<file path="src/rtl/sxt_pkg.sv">
// Shared types, character constants and helper functions of the s-expression tokenizer.
`timescale 1ns / 1ps
`default_nettype none

package sxt_pkg;

   // Kinds of token that a result beat carries.
   typedef enum logic [3:0] {
      KIND_LPAREN = 4'd0,
      KIND_RPAREN = 4'd1,
      KIND_NUMBER = 4'd2,
      KIND_TICK   = 4'd3,
      KIND_STRING = 4'd4,
      KIND_SYMBOL = 4'd5,
      KIND_NIL    = 4'd6,
      KIND_END    = 4'd7,
      KIND_ERROR  = 4'd8
   } token_kind_type;

   // Error codes reported with an error beat.
   typedef enum logic [2:0] {
      ERR_NONE          = 3'd0,
      ERR_UNTERM_STRING = 3'd1,
      ERR_EOF_STR_ESC   = 3'd2,
      ERR_EOF_TICK      = 3'd3,
      ERR_BAD_CHAR_ESC  = 3'd4,
      ERR_OVERFLOW      = 3'd5
   } error_code_type;

   // Lexer modes between bytes.
   typedef enum logic [3:0] {
      MODE_IDLE  = 4'd0,
      MODE_NUM   = 4'd1,
      MODE_MINUS = 4'd2,
      MODE_TICK  = 4'd3,
      MODE_CESC  = 4'd4,
      MODE_CSWAL = 4'd5,
      MODE_STR   = 4'd6,
      MODE_SESC  = 4'd7,
      MODE_SYM   = 4'd8,
      MODE_HALT  = 4'd9
   } lex_mode_type;

   // One result beat.
   typedef struct packed {
      token_kind_type      kind;
      logic signed [31:0]  number_value;
      logic [7:0]          text_byte;
      logic                has_byte;
      logic                token_end;
      error_code_type      error_code;
      logic                last_result;
   } result_type;

   // Results produced by one source beat: up to two, in order.
   typedef struct packed {
      result_type  res0;
      result_type  res1;
      logic [1:0]  count;
   } lex_out_type;

   // Status of the result queue.
   typedef struct packed {
      logic        valid;
      logic        room_two;
      logic [2:0]  level;
   } queue_stat_type;

   localparam int QUEUE_DEPTH = 4;

   // Character constants.
   localparam logic [7:0] CH_LPAREN = 8'h28;
   localparam logic [7:0] CH_RPAREN = 8'h29;
   localparam logic [7:0] CH_MINUS  = 8'h2d;
   localparam logic [7:0] CH_TICK   = 8'h27;
   localparam logic [7:0] CH_QUOTE  = 8'h22;
   localparam logic [7:0] CH_BSLASH = 8'h5c;
   localparam logic [7:0] CH_LOW_N  = 8'h6e;
   localparam logic [7:0] CH_LOW_T  = 8'h74;
   localparam logic [7:0] CH_ZERO   = 8'h30;
   localparam logic [7:0] CH_NINE   = 8'h39;
   localparam logic [7:0] CH_SPACE  = 8'h20;
   localparam logic [7:0] CH_HT     = 8'h09;
   localparam logic [7:0] CH_CR     = 8'h0d;
   localparam logic [7:0] CODE_LF   = 8'd10;
   localparam logic [7:0] CODE_TAB  = 8'd9;

   // Spelling of the nil symbol.
   localparam logic [7:0] NIL_TEXT [3] = '{8'h6e, 8'h69, 8'h6c};

   // Largest magnitude a number may have.
   localparam logic [30:0] MAG_MAX = '1;

   // Advance the nil match count by one symbol byte; four means no match.
   function automatic logic [2:0] nil_track(input logic [2:0] cnt, input logic [7:0] b);
      logic [2:0] res;
      res = 3'd4;
      if (cnt < 3'd3) begin
         if (b == NIL_TEXT[cnt[1:0]]) begin
            res = cnt + 3'd1;
         end
      end
      return res;
   endfunction

   // Build a result beat; the last flag is set later.
   function automatic result_type mk_res(input token_kind_type kind,
                                         input logic [31:0] value,
                                         input logic [7:0] b,
                                         input logic hasb,
                                         input logic tend,
                                         input error_code_type err);
      result_type r;
      r.kind         = kind;
      r.number_value = value;
      r.text_byte    = b;
      r.has_byte     = hasb;
      r.token_end    = tend;
      r.error_code   = err;
      r.last_result  = 1'b0;
      return r;
   endfunction

endpackage

`default_nettype wire

</file>
<file path="src/rtl/sxt_lexer.sv">
// Lexer state registers and the single-pass logic that turns one source beat into results.
`timescale 1ns / 1ps
`default_nettype none

module sxt_lexer
   import sxt_pkg::*;
(
   input  wire logic        clock,
   input  wire logic        reset,
   input  wire logic        fire,
   input  wire logic [7:0]  src_byte,
   input  wire logic        end_of_source,
   output lex_out_type      lex_out
);

   lex_mode_type  mode_ff, mode_in;
   logic [30:0]   mag_ff, mag_in;
   logic          neg_ff, neg_in;
   logic          big_ff, big_in;
   logic [2:0]    nil_ff, nil_in;
   logic [7:0]    code_ff, code_in;

   // Byte classes.
   logic        is_space, is_digit, is_delim;
   logic [3:0]  digit;
   assign is_space = (src_byte == CH_SPACE) || ((src_byte >= CH_HT) && (src_byte <= CH_CR));
   assign is_digit = (src_byte >= CH_ZERO) && (src_byte <= CH_NINE);
   assign is_delim = is_space || (src_byte == CH_LPAREN) || (src_byte == CH_RPAREN);
   assign digit    = src_byte[3:0];

   // Decimal accumulate: magnitude times ten plus the new digit.
   logic [34:0] mac;
   logic        mac_over;
   assign mac      = ({4'b0, mag_ff} << 3) + ({4'b0, mag_ff} << 1) + {31'b0, digit};
   assign mac_over = mac > {4'b0, MAG_MAX};

   // Signed value of the pending number.
   logic [31:0] num_value;
   assign num_value = neg_ff ? (32'd0 - {1'b0, mag_ff}) : {1'b0, mag_ff};

   // Results that close the pending number, symbol or character literal.
   result_type fin_res, close_res, code_res;
   assign fin_res   = big_ff ? mk_res(KIND_ERROR, 32'd0, 8'd0, 1'b0, 1'b1, ERR_OVERFLOW)
                             : mk_res(KIND_NUMBER, num_value, 8'd0, 1'b0, 1'b1, ERR_NONE);
   assign close_res = mk_res((nil_ff == 3'd3) ? KIND_NIL : KIND_SYMBOL,
                             32'd0, 8'd0, 1'b0, 1'b1, ERR_NONE);
   assign code_res  = mk_res(KIND_NUMBER, {24'b0, code_ff}, 8'd0, 1'b0, 1'b1, ERR_NONE);

   // What a byte does when it opens a new token.
   lex_mode_type st_mode;
   logic         st_vld;
   result_type   st_res;
   always_comb begin
      st_mode = MODE_IDLE;
      st_vld  = 1'b0;
      st_res  = mk_res(KIND_SYMBOL, 32'd0, src_byte, 1'b1, 1'b0, ERR_NONE);
      if (is_space) begin
         st_mode = MODE_IDLE;
      end else if (src_byte == CH_LPAREN) begin
         st_vld = 1'b1;
         st_res = mk_res(KIND_LPAREN, 32'd0, 8'd0, 1'b0, 1'b1, ERR_NONE);
      end else if (src_byte == CH_RPAREN) begin
         st_vld = 1'b1;
         st_res = mk_res(KIND_RPAREN, 32'd0, 8'd0, 1'b0, 1'b1, ERR_NONE);
      end else if (is_digit) begin
         st_mode = MODE_NUM;
      end else if (src_byte == CH_MINUS) begin
         st_mode = MODE_MINUS;
      end else if (src_byte == CH_TICK) begin
         st_mode = MODE_TICK;
      end else if (src_byte == CH_QUOTE) begin
         st_mode = MODE_STR;
      end else begin
         st_mode = MODE_SYM;
         st_vld  = 1'b1;
      end
   end

   // Next state of the lexer.
   always_comb begin
      logic do_start;
      do_start = 1'b0;
      mode_in  = mode_ff;
      mag_in   = mag_ff;
      neg_in   = neg_ff;
      big_in   = big_ff;
      nil_in   = nil_ff;
      code_in  = code_ff;
      if (fire) begin
         if (end_of_source) begin
            mode_in = MODE_IDLE;
            mag_in  = '0;
            neg_in  = 1'b0;
            big_in  = 1'b0;
            nil_in  = '0;
            code_in = '0;
         end else begin
            case (mode_ff)
               MODE_NUM: begin
                  if (is_digit) begin
                     if (!big_ff) begin
                        if (mac_over) begin
                           big_in = 1'b1;
                        end else begin
                           mag_in = mac[30:0];
                        end
                     end
                  end else if (big_ff) begin
                     mode_in = MODE_HALT;
                  end else begin
                     do_start = 1'b1;
                  end
               end
               MODE_MINUS: begin
                  if (is_digit) begin
                     mag_in  = {27'b0, digit};
                     neg_in  = 1'b1;
                     big_in  = 1'b0;
                     mode_in = MODE_NUM;
                  end else begin
                     do_start = 1'b1;
                  end
               end
               MODE_TICK: begin
                  if (src_byte == CH_LPAREN) begin
                     do_start = 1'b1;
                  end else if (src_byte == CH_BSLASH) begin
                     mode_in = MODE_CESC;
                  end else begin
                     code_in = src_byte;
                     mode_in = MODE_CSWAL;
                  end
               end
               MODE_CESC: begin
                  if (src_byte == CH_LOW_N) begin
                     code_in = CODE_LF;
                     mode_in = MODE_CSWAL;
                  end else if (src_byte == CH_LOW_T) begin
                     code_in = CODE_TAB;
                     mode_in = MODE_CSWAL;
                  end else begin
                     mode_in = MODE_HALT;
                  end
               end
               MODE_CSWAL: begin
                  mode_in = MODE_IDLE;
               end
               MODE_STR: begin
                  if (src_byte == CH_QUOTE) begin
                     mode_in = MODE_IDLE;
                  end else if (src_byte == CH_BSLASH) begin
                     mode_in = MODE_SESC;
                  end
               end
               MODE_SESC: begin
                  mode_in = MODE_STR;
               end
               MODE_SYM: begin
                  if (is_delim) begin
                     do_start = 1'b1;
                  end else begin
                     nil_in = nil_track(nil_ff, src_byte);
                  end
               end
               MODE_HALT: begin
                  mode_in = MODE_HALT;
               end
               default: begin
                  do_start = 1'b1;
               end
            endcase
            // A byte that opens a new token.
            if (do_start) begin
               mode_in = st_mode;
               if (is_digit) begin
                  mag_in = {27'b0, digit};
                  neg_in = 1'b0;
                  big_in = 1'b0;
               end
               if (st_mode == MODE_SYM) begin
                  nil_in = nil_track(3'd0, src_byte);
               end
            end
         end
      end
   end

   // Results of the beat: an optional closing result, then an optional opening one.
   always_comb begin
      logic       a_vld, b_vld;
      result_type a, b;
      a_vld = 1'b0;
      b_vld = 1'b0;
      a     = '0;
      b     = st_res;
      if (fire) begin
         if (end_of_source) begin
            b_vld = 1'b1;
            b     = mk_res(KIND_END, 32'd0, 8'd0, 1'b0, 1'b1, ERR_NONE);
            case (mode_ff)
               MODE_NUM: begin
                  a_vld = 1'b1;
                  a     = fin_res;
               end
               MODE_MINUS: begin
                  a_vld = 1'b1;
                  a     = mk_res(KIND_SYMBOL, 32'd0, CH_MINUS, 1'b1, 1'b1, ERR_NONE);
               end
               MODE_TICK, MODE_CESC: begin
                  a_vld = 1'b1;
                  a     = mk_res(KIND_ERROR, 32'd0, 8'd0, 1'b0, 1'b1, ERR_EOF_TICK);
               end
               MODE_CSWAL: begin
                  a_vld = 1'b1;
                  a     = code_res;
               end
               MODE_STR: begin
                  a_vld = 1'b1;
                  a     = mk_res(KIND_ERROR, 32'd0, 8'd0, 1'b0, 1'b1, ERR_UNTERM_STRING);
               end
               MODE_SESC: begin
                  a_vld = 1'b1;
                  a     = mk_res(KIND_ERROR, 32'd0, 8'd0, 1'b0, 1'b1, ERR_EOF_STR_ESC);
               end
               MODE_SYM: begin
                  a_vld = 1'b1;
                  a     = close_res;
               end
               default: begin
                  a_vld = 1'b0;
               end
            endcase
         end else begin
            case (mode_ff)
               MODE_NUM: begin
                  if (!is_digit) begin
                     a_vld = 1'b1;
                     a     = fin_res;
                     b_vld = !big_ff && st_vld;
                  end
               end
               MODE_MINUS: begin
                  if (!is_digit) begin
                     a_vld = 1'b1;
                     a     = mk_res(KIND_SYMBOL, 32'd0, CH_MINUS, 1'b1, 1'b1, ERR_NONE);
                     b_vld = st_vld;
                  end
               end
               MODE_TICK: begin
                  if (src_byte == CH_LPAREN) begin
                     a_vld = 1'b1;
                     a     = mk_res(KIND_TICK, 32'd0, 8'd0, 1'b0, 1'b1, ERR_NONE);
                     b_vld = st_vld;
                  end
               end
               MODE_CESC: begin
                  if ((src_byte != CH_LOW_N) && (src_byte != CH_LOW_T)) begin
                     a_vld = 1'b1;
                     a     = mk_res(KIND_ERROR, 32'd0, 8'd0, 1'b0, 1'b1, ERR_BAD_CHAR_ESC);
                  end
               end
               MODE_CSWAL: begin
                  a_vld = 1'b1;
                  a     = code_res;
               end
               MODE_STR: begin
                  if (src_byte == CH_QUOTE) begin
                     a_vld = 1'b1;
                     a     = mk_res(KIND_STRING, 32'd0, 8'd0, 1'b0, 1'b1, ERR_NONE);
                  end else if (src_byte != CH_BSLASH) begin
                     a_vld = 1'b1;
                     a     = mk_res(KIND_STRING, 32'd0, src_byte, 1'b1, 1'b0, ERR_NONE);
                  end
               end
               MODE_SESC: begin
                  // Unknown escapes are dropped.
                  if (src_byte == CH_LOW_N) begin
                     a_vld = 1'b1;
                     a     = mk_res(KIND_STRING, 32'd0, CODE_LF, 1'b1, 1'b0, ERR_NONE);
                  end else if (src_byte == CH_LOW_T) begin
                     a_vld = 1'b1;
                     a     = mk_res(KIND_STRING, 32'd0, CODE_TAB, 1'b1, 1'b0, ERR_NONE);
                  end else if ((src_byte == CH_QUOTE) || (src_byte == CH_BSLASH)) begin
                     a_vld = 1'b1;
                     a     = mk_res(KIND_STRING, 32'd0, src_byte, 1'b1, 1'b0, ERR_NONE);
                  end
               end
               MODE_SYM: begin
                  a_vld = 1'b1;
                  if (is_delim) begin
                     a     = close_res;
                     b_vld = st_vld;
                  end else begin
                     a = mk_res(KIND_SYMBOL, 32'd0, src_byte, 1'b1, 1'b0, ERR_NONE);
                  end
               end
               MODE_HALT: begin
                  a_vld = 1'b0;
               end
               default: begin
                  b_vld = st_vld;
               end
            endcase
         end
      end
      // Pack in order and flag the last result of the beat.
      lex_out.res0  = a_vld ? a : b;
      lex_out.res1  = b;
      lex_out.count = {1'b0, a_vld} + {1'b0, b_vld};
      if (lex_out.count == 2'd2) begin
         lex_out.res1.last_result = 1'b1;
      end else begin
         lex_out.res0.last_result = 1'b1;
      end
   end

   // State registers.
   always_ff @(posedge clock) begin
      if (reset) begin
         mode_ff <= MODE_IDLE;
         mag_ff  <= '0;
         neg_ff  <= 1'b0;
         big_ff  <= 1'b0;
         nil_ff  <= '0;
         code_ff <= '0;
      end else begin
         mode_ff <= mode_in;
         mag_ff  <= mag_in;
         neg_ff  <= neg_in;
         big_ff  <= big_in;
         nil_ff  <= nil_in;
         code_ff <= code_in;
      end
   end

endmodule

`default_nettype wire

</file>
<file path="src/rtl/sxt_queue.sv">
// Result queue of four entries that takes up to two results per cycle and gives one.
`timescale 1ns / 1ps
`default_nettype none

module sxt_queue
   import sxt_pkg::*;
(
   input  wire logic     clock,
   input  wire logic     reset,
   input  wire lex_out_type lex_out,
   input  wire logic     pop,
   output result_type    head,
   output queue_stat_type stat
);

   localparam int PtrW = $clog2(QUEUE_DEPTH);

   result_type     mem [QUEUE_DEPTH];
   logic [PtrW-1:0] wr_ff, wr_in, rd_ff, rd_in;
   logic [2:0]      level_ff, level_in;

   // Pointer and fill level update.
   always_comb begin
      wr_in    = wr_ff + PtrW'(lex_out.count);
      rd_in    = rd_ff + PtrW'(pop);
      level_in = level_ff + {1'b0, lex_out.count} - {2'b0, pop};
   end

   always_ff @(posedge clock) begin
      if (reset) begin
         wr_ff    <= '0;
         rd_ff    <= '0;
         level_ff <= '0;
      end else begin
         wr_ff    <= wr_in;
         rd_ff    <= rd_in;
         level_ff <= level_in;
      end
   end

   // Storage writes: the first result of a beat, and the second when there are two.
   always_ff @(posedge clock) begin
      if (lex_out.count != 2'd0) begin
         mem[wr_ff] <= lex_out.res0;
      end
      if (lex_out.count == 2'd2) begin
         mem[wr_ff + PtrW'(1)] <= lex_out.res1;
      end
   end

   assign head          = mem[rd_ff];
   assign stat.valid    = level_ff != 3'd0;
   assign stat.room_two = level_ff <= 3'(QUEUE_DEPTH - 2);
   assign stat.level    = level_ff;

endmodule

`default_nettype wire

</file>
<file path="src/rtl/sexpr_tokenizer.sv">
// Top level of the s-expression tokenizer: source beats in, token result beats out.
//
// The req channel carries one source byte per beat, or an end marker when
// req_end_of_source is high. The rsp channel carries one token result per beat;
// a source beat causes zero, one or two results, and rsp_last_result marks the
// last one of them. Both channels use valid/ready.
// A source beat is lexed in the cycle it is accepted; its results enter a
// four-entry result queue, whose registered head entry drives rsp.
// Throughput is one source beat per cycle while the receiver keeps up; req_ready
// is high whenever the queue has room for two results, so a beat that yields
// two results leaves on rsp as two result beats.
// When the receiver stalls, results wait in the queue and req_ready drops once
// fewer than two entries are free; nothing is lost.
// Reset returns the lexer to idle between tokens and empties the queue.
// After an error the block drops all bytes until the end marker, which gives
// the end result and returns the lexer to its reset state.
`timescale 1ns / 1ps
`default_nettype none

module sexpr_tokenizer
   import sxt_pkg::*;
(
   input  wire logic               clock,
   input  wire logic               reset,
   input  wire logic               req_valid,
   output logic                    req_ready,
   input  wire logic [7:0]         req_src_byte,
   input  wire logic               req_end_of_source,
   output logic                    rsp_valid,
   input  wire logic               rsp_ready,
   output logic [3:0]              rsp_token_kind,
   output logic signed [31:0]      rsp_number_value,
   output logic [7:0]              rsp_text_byte,
   output logic                    rsp_has_byte,
   output logic                    rsp_token_end,
   output logic [2:0]              rsp_error_code,
   output logic                    rsp_last_result
);

   logic           fire;
   lex_out_type    lex_out;
   result_type     head;
   queue_stat_type stat;

   // Accept a source beat whenever two result slots are free.
   assign req_ready = stat.room_two;
   assign fire      = req_valid && req_ready;

   sxt_lexer u_lexer (
      .clock         (clock),
      .reset         (reset),
      .fire          (fire),
      .src_byte      (req_src_byte),
      .end_of_source (req_end_of_source),
      .lex_out       (lex_out)
   );

   sxt_queue u_queue (
      .clock   (clock),
      .reset   (reset),
      .lex_out (lex_out),
      .pop     (rsp_valid && rsp_ready),
      .head    (head),
      .stat    (stat)
   );

   // Result beat fields.
   assign rsp_valid        = stat.valid;
   assign rsp_token_kind   = head.kind;
   assign rsp_number_value = head.number_value;
   assign rsp_text_byte    = head.text_byte;
   assign rsp_has_byte     = head.has_byte;
   assign rsp_token_end    = head.token_end;
   assign rsp_error_code   = head.error_code;
   assign rsp_last_result  = head.last_result;

   // The queue never holds more than its depth.
   a_level_bound: assert property (@(posedge clock) disable iff (reset)
      stat.level <= 3'(QUEUE_DEPTH))
      else $error("result queue level exceeds its depth");

   // Results of an accepted beat always fit in the queue.
   a_room: assert property (@(posedge clock) disable iff (reset)
      fire |-> ({1'b0, stat.level} + {2'b0, lex_out.count}) <= 4'(QUEUE_DEPTH))
      else $error("accepted beat overflows the result queue");

   // An end marker always yields at least the end result next cycle.
   a_end_result: assert property (@(posedge clock) disable iff (reset)
      fire && req_end_of_source |=> rsp_valid)
      else $error("end marker produced no result");

   // Only string and symbol results carry a byte.
   a_byte_kind: assert property (@(posedge clock) disable iff (reset)
      rsp_valid && rsp_has_byte |->
         (rsp_token_kind == KIND_STRING) || (rsp_token_kind == KIND_SYMBOL))
      else $error("payload byte on a result of the wrong kind");

endmodule

`default_nettype wire
</file>
<file path="config.mk">
export PLATFORM = sky130hd
export DESIGN_NAME = sexpr_tokenizer
export DESIGN_NICKNAME = d
export VERILOG_FILES = /design/src/rtl/sxt_pkg.sv /design/src/rtl/sxt_lexer.sv /design/src/rtl/sxt_queue.sv /design/src/rtl/sexpr_tokenizer.sv
export SDC_FILE = /design/constraint.sdc
export NUM_CORES = 1
export LEC_CHECK = 0
export BUFFER_PORTS_ARGS = -buffer_cell sky130_fd_sc_hd__clkbuf_2
export CORE_MARGIN = 3
export CORE_UTILIZATION = 29
export CTS_CLUSTER_DIAMETER = 40
export DETAILED_ROUTE_END_ITERATION = 8
export GPL_ROUTABILITY_DRIVEN = 0
export GPL_TIMING_DRIVEN = 0
export PLACE_DENSITY = 0.41
export SETUP_SLACK_MARGIN = 0.05
export SLEW_MARGIN = 25
export SYNTH_ARGS = -nofsm -noshare
export SYNTH_HDL_FRONTEND = slang
export SYNTH_SLANG_ARGS = --single-unit
</file>
<file path="constraint.sdc">
create_clock -name clock -period 4.6 [get_ports clock]
set_clock_uncertainty 0.2 [all_clocks]
set_input_delay 0 -clock clock [delete_from_list [all_inputs] [get_ports clock]]
set_output_delay 0 -clock clock [all_outputs]
set_load 0.005 [all_outputs]
</file>
==> metrics.cfg, run 1 <==
[run_status]
status=complete, no violations

[timing]
setup_ws_ps=188.3
slew_violations=0
setup_violations=0
timing.hold.ws_ps=2.456
relSlewSlack=0.3644
grt_setup_unrepaired=no
finalHoldViolCount=0
finalCritPeriodShare=0.9591
period_needed_ps=4412
fmax_mhz=226.7
worst_pin_slew_ps=953.4

[routing]
postRouteAntennaNets=0
drt-pass1-iter-count=5
wl_per_cell_um=22.34
routed_wl_mm=49.18
first_iter_violations=853
routed_via_density=5.490
via_count=12080
drcViolationCount=0

[power_and_ir_drop]
p_leak_nw=6.812
peakVddDrop_mv=0.3073
cellPowerDensity_nw_per_um2=422.4
p_total_mw=7.358

[synth]
synth_cell_type_count=85
netlist_instances=1403
async_flop_share=0
ys_warn_count=0
ys.flop_type=dfxtp_1
synth-seq-area-share=0.3985
synthesis.area_um2=14220
ys_seq_elements=255
synth_edf_count=56
syn_nets=1494
synth.avg_cell_area_um2=10.13

[placed_design]
portBuffers=61
place_worst_setup_slack_ps=-1163
dpl.hpwl_mm=34.81

[clocking]
cts_max_path_buffers=3
cts_made_buffers=50
clkLatencyLatePin_ps=570
clock-sinks=255
cts_tree=built
cts-htree-levels=2
clk_pin_slew_ps=50
cts_root_buf=clkbuf_16

[cells_and_area]
nFillCells=4884
synthToLayoutAreaGrowth_pct=22.52
final_cell_mix=dfxtp_1, a22o_1, nor2_1, nand2_1, clkbuf_1
final_common_cell=dfxtp_1
seq_area_um2=5673
multiInputGateArea_um2=8119
nets=1639
drive_gt1_frac=0.1893

[global_routing]
grt_max_degree=15
antenna_found_initial=0
grt_pass1_wl_mm=74.50
grt_remaining_overflow=0
grt_pass1_vias=12100
track_usage=0.1875

[floorplanning]
core-area_um2=48050
rows=80
die_area_um2=51720
start_util=0.2959
die_w_um=227.4
chipHeight_um=227.4
io_pins=65

[worst_setup_path]
worstPathMaxFanout=10
crit_required_ps=4820
path_class=in -> reg
start_kind=primary input
cp-end-kind=flop
cp.arrival_ps=4630

[worst_hold_path]
hp-class=in -> reg

[job]
drv_cap=0

==> metal layers <==
metal,share of wire,track usage,up-vias
met1,0.48,0.2642,5950
met5,0,0,-
met2,0.45,0.2997,333
li1,-,-,5731
met4,0.020,0.05425,0
met3,0.051,0.02721,69
==> critical path, cell delays in order <==
cell	delay [ps]
dlygate4sd3_1	520
buf_2	240
or3b_4	450
a2111oi_4	460
and4b_1	250
o31a_1	300
a221o_1	410
clkbuf_2	230
ha_1	310
or3b_2	530
and2_2	320
clkinvlp_4	150
o21ai_0	230
o21ai_0	240
==> registers in the layout, summed over array words and instances, names as in the netlist <==
register / count
u_lexer.big_ff: 1
u_lexer.code_ff: 8
u_lexer.mag_ff: 31
u_lexer.mode_ff: 4
u_lexer.neg_ff: 1
u_lexer.nil_ff: 3
u_queue.level_ff: 3
u_queue.mem: 200
u_queue.rd_ff: 2
u_queue.wr_ff: 2
==> synth_stat cells (all sizes together) (25+ instances only) <==
cell type	instances	area, um^2
nand2	80	302.8
a22o	165	1445
o22ai	42	262.8
inv	33	123.9
dfxtp	199	3984
edfxtp	56	1682
xor2	39	341.6
nor2	99	384.1
nand3	32	165.2
ha	75	938.4
clkbuf	83	311.6
a21oi	67	335.3
xnor2	25	219.0
mux4	50	1126
o21ai	71	355.3
==> per-stage QoR <==
step,instances,TNS (ps),instance area [um^2],util
floorplan,1403,0,14220,-
finish,2201,0,17420,0.3626
global placement,2079,-165600,15290,0.3183
global route,2200,0,17420,0.3625
CTS,2184,0,17220,0.3584
detailed placement,2081,-130540,15320,0.3189
==> final cells by class <==
class                      count  area share
antenna                        1   0.0001436
sequential                   255      0.3256
inverter                      34    0.008188
multi-input combinational   1010      0.4661
timing repair buffer         100     0.03649
clock buffer                  64     0.07836
tap                          615     0.04417
clock inverter                25     0.01752
buffer                        97     0.02341
==> timing repair <==
action,CTS,global route
pin swaps,3,10
hold endpoints to repair,43,2
resized for setup,23,28
endpoints found under the setup margin,223,205
hold buffers,12,1
buffers inserted,6,15
cloned,0,2
==> worst paths after layout <==
check / startpoint / to / slack [ps] / cells past startpoint
hold reg to reg: u_lexer.code_ff[2] / u_lexer.code_ff[2] / 250 / 2
setup reg to reg: u_lexer.mag_ff[0] / u_lexer.mag_ff[18] / 240 / 15
hold / removal: req_src_byte[3] / u_queue.mem[2][9] / 2 / 4
setup / recovery: req_src_byte[4] / u_queue.mem[1][7] / 190 / 14
==> report_power, final <==
group / switching, mW / leakage [nW] / internal [mW] / total, mW
clock network: 1.26 / 0.817 / 2.38 / 3.63
logic: 0.850 / 3.86 / 0.438 / 1.29
registers: 0.0327 / 2.14 / 2.40 / 2.44
==> cell families (layout without fill, tap and decap cells) <==
kind of cell,count (synthesis),in the layout,synth area share
simple gates,328,328,0.1182
buf+inv,138,320,0.03766
flops,255,255,0.3985
fa+ha+maj,78,78,0.07022
xor+xnor,64,64,0.03942
compound gates,479,479,0.2488
other cells,0,1,0
mux,61,61,0.08729
No activity file was read; power rests on OpenSTA's default activity.
==> run 2, diff against run 1 <==
--- a/config.mk
+++ b/config.mk
@@ -6,9 +6,10 @@
 export NUM_CORES = 1
 export LEC_CHECK = 0
 export BUFFER_PORTS_ARGS = -buffer_cell sky130_fd_sc_hd__clkbuf_2
+export CORE_ASPECT_RATIO = 0.8
 export CORE_MARGIN = 3
 export CORE_UTILIZATION = 29
-export CTS_CLUSTER_DIAMETER = 40
+export CTS_CLUSTER_DIAMETER = 50
 export DETAILED_ROUTE_END_ITERATION = 8
 export GPL_ROUTABILITY_DRIVEN = 0
 export GPL_TIMING_DRIVEN = 0
==> metrics.cfg, run 2 (synthesized netlist as in run 1, its figures left out) <==
[cells_and_area]
nFillCells=4869  ; was 4,884
final_common_cell=dfxtp_1  ; unchanged
synthToLayoutAreaGrowth_pct=19.14  ; was 22.52%
largest_register=u_queue.mem  ; unchanged
nets=1622  ; was 1,639
drive_gt1_frac=0.1804  ; was 0.1893
final_cell_mix=dfxtp_1, a22o_1, nor2_1, nand2_1, ha_1  ; was dfxtp_1, a22o_1, nor2_1, nand2_1, clkbuf_1
num_antenna_cells=0  ; was 1
largestRegisters=u_queue.mem x200, u_lexer.mag_ff x31, u_lexer.code_ff x8  ; unchanged
largest_reg_flops=200  ; unchanged
postLayoutCoreUtil=0.3551  ; was 0.3626
stdcell_area_um2=16940  ; was 17,420 um^2

[worst_setup_path]
crit_required_ps=4800  ; was 4820 ps
start_kind=primary input  ; unchanged
cp-end-kind=flop  ; unchanged
path_class=in -> reg  ; unchanged
slowest_delay_ps=530  ; about the same
worstPathMaxFanout=10  ; unchanged
cp.arrival_ps=4590  ; was 4630 ps
crit_chain=dlygate4sd3_1, buf_2, or3b_4, a2111oi_4, and4b_1, o31a_1, a221o_1, clkbuf_2, ha_1, or3b_2, and2_2, clkbuf_1, a22o_1  ; was dlygate4sd3_1, buf_2, or3b_4, a2111oi_4, and4b_1, o31a_1, a221o_1, clkbuf_2, ha_1, or3b_2, and2_2, clkinvlp_4, o21ai_0, o21ai_0
crit_slowest_cell=or3b_2  ; unchanged

[run_status]
status=complete, no violations  ; unchanged

[placed_design]
portBuffers=61  ; unchanged
placed_area_um2=15330  ; was 15,320 um^2
dpl.hpwl_mm=35.51  ; was 34.81 mm

[floorplanning]
io_pins=65  ; unchanged
die_area_um2=51740  ; was 51,720 um^2
chipHeight_um=204.1  ; was 227.4 um
die_w_um=253.6  ; was 227.4 um
core-area_um2=47700  ; was 48,050 um^2
start_util=0.2981  ; was 0.2959
rows=71  ; was 80

[clocking]
clock-sinks=255  ; unchanged
clk_pin_slew_ps=50  ; about the same
clkLatencyLatePin_ps=520  ; was 570 ps
cts_max_path_buffers=3  ; unchanged
cts_root_buf=clkbuf_16  ; unchanged
cts_made_buffers=36  ; was 50
cts_tree=built  ; unchanged
cts-htree-levels=2  ; unchanged

[global_routing]
antenna_found_initial=0  ; unchanged
track_usage=0.1899  ; was 0.1875
grt_max_degree=15  ; unchanged
grt_pass1_wl_mm=75.55  ; was 74.50 mm
grt_remaining_overflow=0  ; unchanged
grt_pass1_vias=11880  ; was 12,100

[timing]
setup_violations=0  ; unchanged
worst_pin_slew_ps=962.9  ; was 953.4 ps
finalHoldViolCount=0  ; unchanged
relSlewSlack=0.3581  ; was 0.3644
slew_violations=0  ; unchanged
period_needed_ps=4389  ; was 4412 ps
finalCritPeriodShare=0.9540  ; was 0.9591
fmax_mhz=227.9  ; was 226.7 MHz
timing.hold.ws_ps=33.85  ; was 2.456 ps
grt_setup_unrepaired=yes  ; was no

[routing]
wl_met2_mm=20.52  ; was 22.25 mm
maxUsedRoutingLayer=met4  ; unchanged
first_iter_violations=926  ; was 853
routed_via_density=5.505  ; was 5.490
wl_per_cell_um=22.73  ; was 22.34 um
drcViolationCount=0  ; unchanged
wl_met3_mm=2.768  ; was 2.532 mm
via_count=11990  ; was 12,080
drt-pass1-iter-count=5  ; unchanged
routed_wl_mm=49.51  ; was 49.18 mm
wl_met1_mm=25.44  ; was 23.39 mm
postRouteAntennaNets=0  ; unchanged

[power_and_ir_drop]
cellPowerDensity_nw_per_um2=384.1  ; was 422.4 nW/um^2
peakVddDrop_mv=0.2060  ; was 0.3073 mV
p_leak_nw=6.546  ; was 6.812 nW

[job]
drv_cap=0  ; unchanged

[worst_hold_path]
hp-class=in -> reg  ; unchanged

run 2: cell count changes in the layout (fill, tap and decap cells not counted), sizes merged:
cell	before	now
clkbuf	204	188
clkinv	11	4
clkinvlp	7	12
bufinv	5	1
inv	36	33
buf	44	42
diode	1	0
run 2: power by group:
part / leakage (nW) / internal (mW) / switching [mW]
Combinational: 3.84 / 0.431 / 0.858
Clock: 0.572 / 1.69 / 1.10
Sequential: 2.14 / 2.40 / 0.0326
Total: 6.55 / 4.52 / 1.99
run 2: path summary, 6_finish.rpt:
| kind | slack, ps | cells after the start | to | start |
|---|---|---|---|---|
| worst min-delay path | 30 | 4 | u_lexer.code_ff[2] | req_src_byte[2] |
| worst max-delay path | 210 | 13 | u_queue.mem[1][27] | req_src_byte[4] |
| worst min register to register | 250 | 2 | u_lexer.code_ff[4] | u_lexer.code_ff[4] |
| worst max register to register | 250 | 16 | u_lexer.mag_ff[23] | u_lexer.mag_ff[2] |
run 2: cell type report:
class	count	area, um^2	share of cell area
plain buffers	97	407.9	0.02408
well taps	620	775.7	0.04579
clock buffers	49	1061	0.06263
clock inverters	16	152.6	0.009011
inverters	34	142.6	0.008420
multi-input cells	1010	8122	0.4794
repair buffers	97	605.6	0.03575
flip-flops and latches	255	5673	0.3349
run 2: through the flow:
step           instances  power (mW)  setup TNS, ps  setup WS (ps)
2_1_floorplan       1403       3.240              0          466.1
3_3_place_gp        2084       3.751        -168280          -1300
3_5_place_dp        2086       3.758        -138840          -1261
4_1_cts             2166       6.607              0          57.40
5_1_grt             2178       6.795              0          10.19
6_report            2178       6.507              0          211.5
run 2: timing repair:
action,4_1_cts,5_1_grt
endpoints found under the setup margin,223,205
endpoints found under the hold margin,35,0
gates cloned,0,1
gates resized for setup,21,27
pin swaps,2,11
hold buffers,13,0
setup buffers,6,14
run 2: critical path, delay by kind of cell:
| kind | cells | cell delay (ps) |
|---|---|---|
| adder cells (fa/ha/maj) | 1 | 300 |
| AO/OA/AOI/OAI | 4 | 1440 |
| buffers and inverters | 4 | 1300 |
| AND/OR/NAND/NOR | 4 | 1540 |
run 2: metal layers:
metal | vias to the layer above | track usage
met3 | 49 | 0.03359
met4 | 0 | 0.04343
met5 | - | 0
met1 | 5947 | 0.2908
li1 | 5676 | -
met2 | 318 | 0.2746
